==> config.mk <==
export PLATFORM = sky130hd
export DESIGN_NAME = nce_ctrl
export DESIGN_NICKNAME = d
export VERILOG_FILES = /design/src/rtl/nce_pkg.sv /design/src/rtl/nce_ctrl.sv
export SDC_FILE = /design/constraint.sdc
export NUM_CORES = 1
export LEC_CHECK = 0
export BUFFER_PORTS_ARGS = -buffer_cell sky130_fd_sc_hd__buf_2
export CORE_AREA = 2 2 39 41
export CTS_BUF_LIST = sky130_fd_sc_hd__clkbuf_8 sky130_fd_sc_hd__clkbuf_16
export CTS_CLUSTER_SIZE = 25
export DETAILED_ROUTE_END_ITERATION = 7
export DIE_AREA = 0 0 41 43
export MAX_ROUTING_LAYER = met4
export PLACE_DENSITY_LB_ADDON = 0.12
export SLEW_MARGIN = 20
export SYNTH_ARGS = -nofsm -noshare
export SYNTH_HDL_FRONTEND = slang
export SYNTH_SLANG_ARGS = --single-unit
==> constraint.sdc <==
create_clock -name aclk -period 1.2 [get_ports aclk]
set_clock_uncertainty 0.2 [all_clocks]
set_input_delay 0.06 -clock aclk [delete_from_list [all_inputs] [get_ports aclk]]
set_output_delay 0.06 -clock aclk [all_outputs]
set_load 0.02 [all_outputs]
==> src/rtl/nce_pkg.sv <==
package nce_pkg;

    localparam int NUM_FUNCS_DEF   = 64;
    localparam int STACK_DEPTH_DEF = 64;

    localparam int ID_W   = 6;
    localparam int TS_W   = 32;
    localparam int TOT_W  = 32;
    localparam int STAT_W = 2;

    localparam logic [TS_W-1:0] MAX_TICK = {TS_W{1'b1}};

    // tdata is func_id / result_id, then the 32-bit time, padded to bytes
    localparam int DATA_W = ((ID_W + TS_W + 7) / 8) * 8;

    typedef enum logic [STAT_W-1:0] {
        ST_OK    = 2'd0,
        ST_EMPTY = 2'd1,
        ST_FULL  = 2'd2
    } status_t;

    localparam logic OP_START = 1'b0;
    localparam logic OP_END   = 1'b1;

    typedef struct packed {
        logic clr_en;   // clear one totals entry
        logic load;     // event beat accepted, capture and read memories
        logic commit;   // apply the event and load the result register
    } ctrl_cmd_t;

    typedef struct packed {
        logic clr_last; // clearing pass at its last entry
        logic out_busy; // result register full and not taken
    } dp_status_t;

endpackage

==> src/rtl/nce_ctrl.sv <==
module nce_ctrl (
    input  logic                aclk,
    input  logic                aresetn,
    input  logic                s_tvalid,
    output logic                s_tready,
    input  nce_pkg::dp_status_t dp_stat,
    output nce_pkg::ctrl_cmd_t  cmd
);

    typedef enum logic [1:0] {
        S_CLEAR,
        S_IDLE,
        S_EXEC
    } state_t;

    state_t state_reg;
    state_t state_next;

    always_comb begin
        state_next = state_reg;
        cmd        = '0;
        s_tready   = 1'b0;
        case (state_reg)
            S_CLEAR: begin
                cmd.clr_en = 1'b1;
                if (dp_stat.clr_last) begin
                    state_next = S_IDLE;
                end
            end
            S_IDLE: begin
                s_tready = 1'b1;
                if (s_tvalid) begin
                    cmd.load   = 1'b1;
                    state_next = S_EXEC;
                end
            end
            S_EXEC: begin
                // hold until the previous result has been taken
                if (!dp_stat.out_busy) begin
                    cmd.commit = 1'b1;
                    state_next = S_IDLE;
                end
            end
            default: begin
                state_next = S_CLEAR;
            end
        endcase
    end

    always_ff @(posedge aclk) begin
        if (!aresetn) begin
            state_reg <= S_CLEAR;
        end else begin
            state_reg <= state_next;
        end
    end

endmodule

# After elaboration in Yosys (flattened, before gate mapping)
# Cells that the tools add are included.
totals:
  mem_bits_ro: 0
  elab_cells: 18
  mem_bits_rw: 0
  latchBits: 0
  out_inout_bits: 4
  n_memories: 0
  inputBits: 5
  ff_bits: 2
classes:
  mux: 10
  div: 0
  n_reduce_logical: 2
  n_bitwise: 0
  shift: 0
  add_sub_neg: 0
  n_lt_le_gt_ge: 0
  eq_ne: 5
  mul: 0
op_table:
  columns: ["op", "n"]
  rows:
  - ["2-to-1 mux 1 bit", 6]
  - ["2-to-1 mux 2 bit", 3]
  - ["!= test 2 bit (second input constant)", 3]
  - ["one-hot mux 2 bit (3 select lines)", 1]
  - ["AND reduction 3 bit", 1]
  - ["== test 2 x 1 -> 1 bit (second input constant)", 1]
  - ["== test 2 bit (second input constant)", 1]
  - ["logical NOT 2 bit", 1]

# Depth between registers and ports, before layout
logic_depth:
  word_depth: 3
  ltp_mapped: 2
  mapped_depth_nobuf: 2

# Worst setup path before layout
# OpenSTA, ideal clock, no wires.
synth_path:
  kind: "register -> output"
  from: "reg state_reg[1]"
  to: "out cmd[0] (netlist bit)"
  setup_slack_ns: 0.017
  required_ns: 0.940
  path_stages_with_launch: 2
  path_buffers: 0
  t_arrival_ns: 0.923
  path_cell_list: "dfxtp_1 -> nor3b_1"
synth_rtl:
  columns: ["element", "line_no", "source"]
  rows:
  - ["start: declaration", "nce_ctrl.sv:16", "state_t state_reg;"]
  - ["start signal: assignment", "nce_ctrl.sv:54", "state_reg <= state_next;"]
  - ["end: declaration", "nce_ctrl.sv:7", "output nce_pkg::ctrl_cmd_t cmd"]

==> flow_results.org <==
** Floorplanning
- In this run the vertical extent of the chip is approximately 43 µm.
- Row generation in the floorplan step produced 14 rows.
- I/O pin count :: 9
- Core Box Area :: 1380 µm²
- Effective utilization at floorplan :: around 8.0%
- Overall die width :: approximately 41 µm
- The die covers between 1500 and 2000 µm².

** Place
- At the end of routability-driven placement, the weighted congestion stood at roughly 0.7.
- Cell area after placement :: around 170 µm²
- The count of buffers added on input and output ports is 8.
- In this run, placement finished with an instance count of 37.
- At the placement stage, the worst setup path has a slack of 0.0624 ns.

** STA
- Setup slack closes at between 0.03 and 0.04 ns.
- Unrepaired setup endpoints after global routing :: yes
- Worst-margin pin slew :: approximately 0.14 ns
- After layout, the worst path uses around 97% of the clock period.
- Maximum clock frequency :: 0.857 GHz
- The number of pins exceeding their max-slew limit in the final report came to 0.
- Final Hold Viols :: 0
- Worst rel slew slack :: between 90% and 100%
- Setup violators final :: 0
- Worst-case hold slack :: 0.0161 ns
- Final period demand of the worst path :: between 1 and 1.5 ns

** Status
- Run status :: finished clean

** Clock tree
- CTS placed an instance of clkbuf_8 at the clock tree root.
- For the worst-skew pair, the clock arrives at the later sink with an insertion delay of between 0.2 and 0.25 ns.
- Worst-path clk slew :: approximately 0.030 ns
- Clock buffers created by TritonCTS :: 3
- TritonCTS built the clock tree.
- Number of sinks handled by clock tree synthesis :: 2
- The longest clock path from root to sink contains 2 buffers.
- # H-tree levels :: 1

** Logic synthesis
- Summing the areas of all compound-gate instances in the mapped netlist gives about a fifth of the synthesized area.
- Post-Synthesis Cell Area :: approximately 110 µm²
- The top cell type by area accounts for between 30% and 40% of the synthesized area.
- By area, the combinational part of the netlist is dominated by simple AND/OR/NAND/NOR gates.
- Flops & latches, synth :: 2
- The synthesized netlist devotes 40.4% of its cell area to simple gates.
- XOR/XNOR Fraction of Synth Area :: 0%
- Count of distinct cell types in the synthesized netlist :: 9
- Number of warning messages in the yosys log :: 0
- Post-synth net total :: 18
- The biggest area contributor in the post-synthesis netlist is dfxtp_1.
- The share of the Yosys chip area taken by registers is 36.0%.
- After synthesis, the share of cell area in mux cells is 0%.
- Average size of a mapped cell :: 8.57 µm²
- Sorting the synthesized cells by area gives the leading types as dfxtp_1 36%, nor2b_1 17%, nand3b_1 13%, o311a_1 9.0%, a21boi_1 6.7%.
- The synthesized netlist devotes 0% of its cell area to adder and majority cells.
- In the synthesized netlist, the number of instances is 13.

** Power and ir drop
- Worst IR Drop VDD :: about 0.55 mV
- Standby leakage power :: 0.120 nW
- Dividing total power by cell area gives a power density of between 1500 and 2000 nW/µm².

** Setup path
- Worst path arrival time :: just over 0.9 ns
- At the worst endpoint, the required time is 0.94 ns.
- Worst reg-to-reg path cell count :: 2
- Broken down by cell family, the worst path's largest delay share belongs to flip-flops.
- In this design, the stage delay of the slowest critical-path cell is between 0.3 and 0.4 ns.
- Terminus of the critical flop-to-flop path :: state_reg[0]$_SDFFE_PN0P_
- Worst Path Class, Setup :: flip-flop to output pin
- The setup check on the worst reg-to-reg path leaves a slack of roughly 0.090 ns.
- Of all nets on the critical path, the largest fanout is 7.
- Worst r2r src :: state_reg[0]$_SDFFE_PN0P_
- The worst setup path is captured at an output pin.
- Walking the worst path, the cells encountered are nand3b_1, inv_1, buf_6.
- The slowest stage of the critical path belongs to the cell dfxtp_2.
- Element type at the critical path start :: flip-flop
- Counting both buffers and inverters, the worst setup path holds a total of 2.

** Final layout
- The number of antenna diodes in the final layout is 0.
- Leading cell type in the layout, fill and taps excluded :: buf_2
- Number of nets in the layout :: 34
- Cells fill approximately a fifth of the core in the end.
- Compared with the post-synthesis result, the final layout area differs by 133%.
- Flip-flop count of the largest register, all copies and words added :: 2
- Leaving out fill and tap cells, the most frequent cells in the layout are 6 x buf_2, 3 x nor2b_1, 3 x clkbuf_8.
- After the flow finishes, the layout carries non-filler instances totaling 43.
- Summing all flip-flop and latch instances after layout gives 45.0 µm².
- Fraction of final layout cells sized beyond drive strength 1 :: a little under three fifths
- Total of fill cells in the finished design :: approximately 160
- In the final layout, the multi-input gates occupy between 70 and 80 µm².
- Post-route standard cell area excluding fillers :: between 200 and 300 µm²

** Routing
- Detailed Route WL :: 319 µm
- The count of nets left with antenna violations once routing finished came out at 0.
- For this run, design rule violations remaining after detail routing come to 0.
- Dividing the detail-routed wire length by the instance count gives around 7.4 µm.
- Number of search-and-repair iterations in the first detailed-routing pass :: 4
- Across all layers, the routed design uses between 100 and 150 vias.
- Dividing the detail-routed via count by the number of cells gives roughly 3.4.
- Initial DRC count :: 5

** Run
- Number of max-cap violations :: 0

** Min path
- The min-delay analysis places its worst path in the category input port to flip-flop.
- HP Start :: dp_stat[1]
- Hold Crit Depth :: 3
- The path with the worst hold slack has its endpoint at state_reg[0]$_SDFFE_PN0P_.

** Global route
- Global routing consumed, over all layers together, under 10% of the routing resources.
- Pin count of the biggest net entering global routing :: 9
- Via count of the first global-routing pass :: roughly 120
- Antenna violations before repair :: 0
- Wire length of the first global-routing pass :: 476 µm
- Overflow after GRT :: 0
-- logic make-up after synthesis --
logic type	count (synthesis)
AND/OR/NAND/NOR	7
AO/OA/AOI/OAI	3
flip-flops	2
buffers and inverters	1
-- what timing repair did --
| action | CTS | global route |
|---|---|---|
| hold buffers | 2 | 0 |
| setup endpoints to repair | 3 | 3 |
| setup buffers | 0 | 1 |
| resized for setup | 4 | 3 |
| cloned | 0 | 0 |
| hold endpoints to repair | 2 | 0 |
-- report_power, final --
group | internal (mW) | switching, mW
Sequential | 0.0728 | 0.00840
Combinational | 0.0325 | 0.0279
Clock | 0.212 | 0.0497
Total | 0.317 | 0.0859
-- area by class of cell --
cell class,count,share of cell area (%)
Timing Repair Buffer,11,29.5
Multi-Input combinational cell,10,28.0
Sequential cell,2,17.4
Clock buffer,3,15.9
Tap cell,16,7.73
Inverter,1,1.45
-- tightest hold or removal path, delay by kind of cell --
kind / cells / cell delay (ns)
buffers and inverters: 1 / 0.07
AND/OR/NAND/NOR: 1 / 0.11
AO/OA/AOI/OAI: 1 / 0.14
-- metrics by stage --
stage	setup TNS, ns	power, mW
2_1_floorplan	0	0.109
3_3_place_gp	0	0.130
3_5_place_dp	0	0.130
4_1_cts	0	0.409
5_1_grt	-0.0245	0.428
6_report	0	0.403
-- cell usage after synthesis (all sizes together) --
master,number
nor3b,1
o311a,1
dfxtp,2
o21ai,1
nor2,1
inv,1
nor2b,3
nand3b,2
a21boi,1
-- worst max path at each step --
stage	start	to	slack [ns]	depth (start not counted)
2_1_floorplan	state_reg[1]$_SDFFE_PN0P_	cmd[0]	0.02	1
3_3_place_gp	state_reg[0]$_SDFFE_PN0P_	state_reg[0]$_SDFFE_PN0P_	0.05	2
3_5_place_dp	state_reg[0]$_SDFFE_PN0P_	state_reg[0]$_SDFFE_PN0P_	0.06	2
4_1_cts	state_reg[1]$_SDFFE_PN0P_	cmd[1]	0.02	3
5_1_grt	state_reg[1]$_SDFFE_PN0P_	cmd[1]	-0.02	3
6_report	state_reg[1]$_SDFFE_PN0P_	cmd[1]	0.03	3
-- per-layer routing --
layer,routed length (µm),track usage (%),up-vias
met5,0,-,-
met4,26,10.0,0
met3,46,3.14,4
met2,102,4.38,9
met1,143,4.79,59
li1,-,-,74
(Power assumes the default switching activity.)
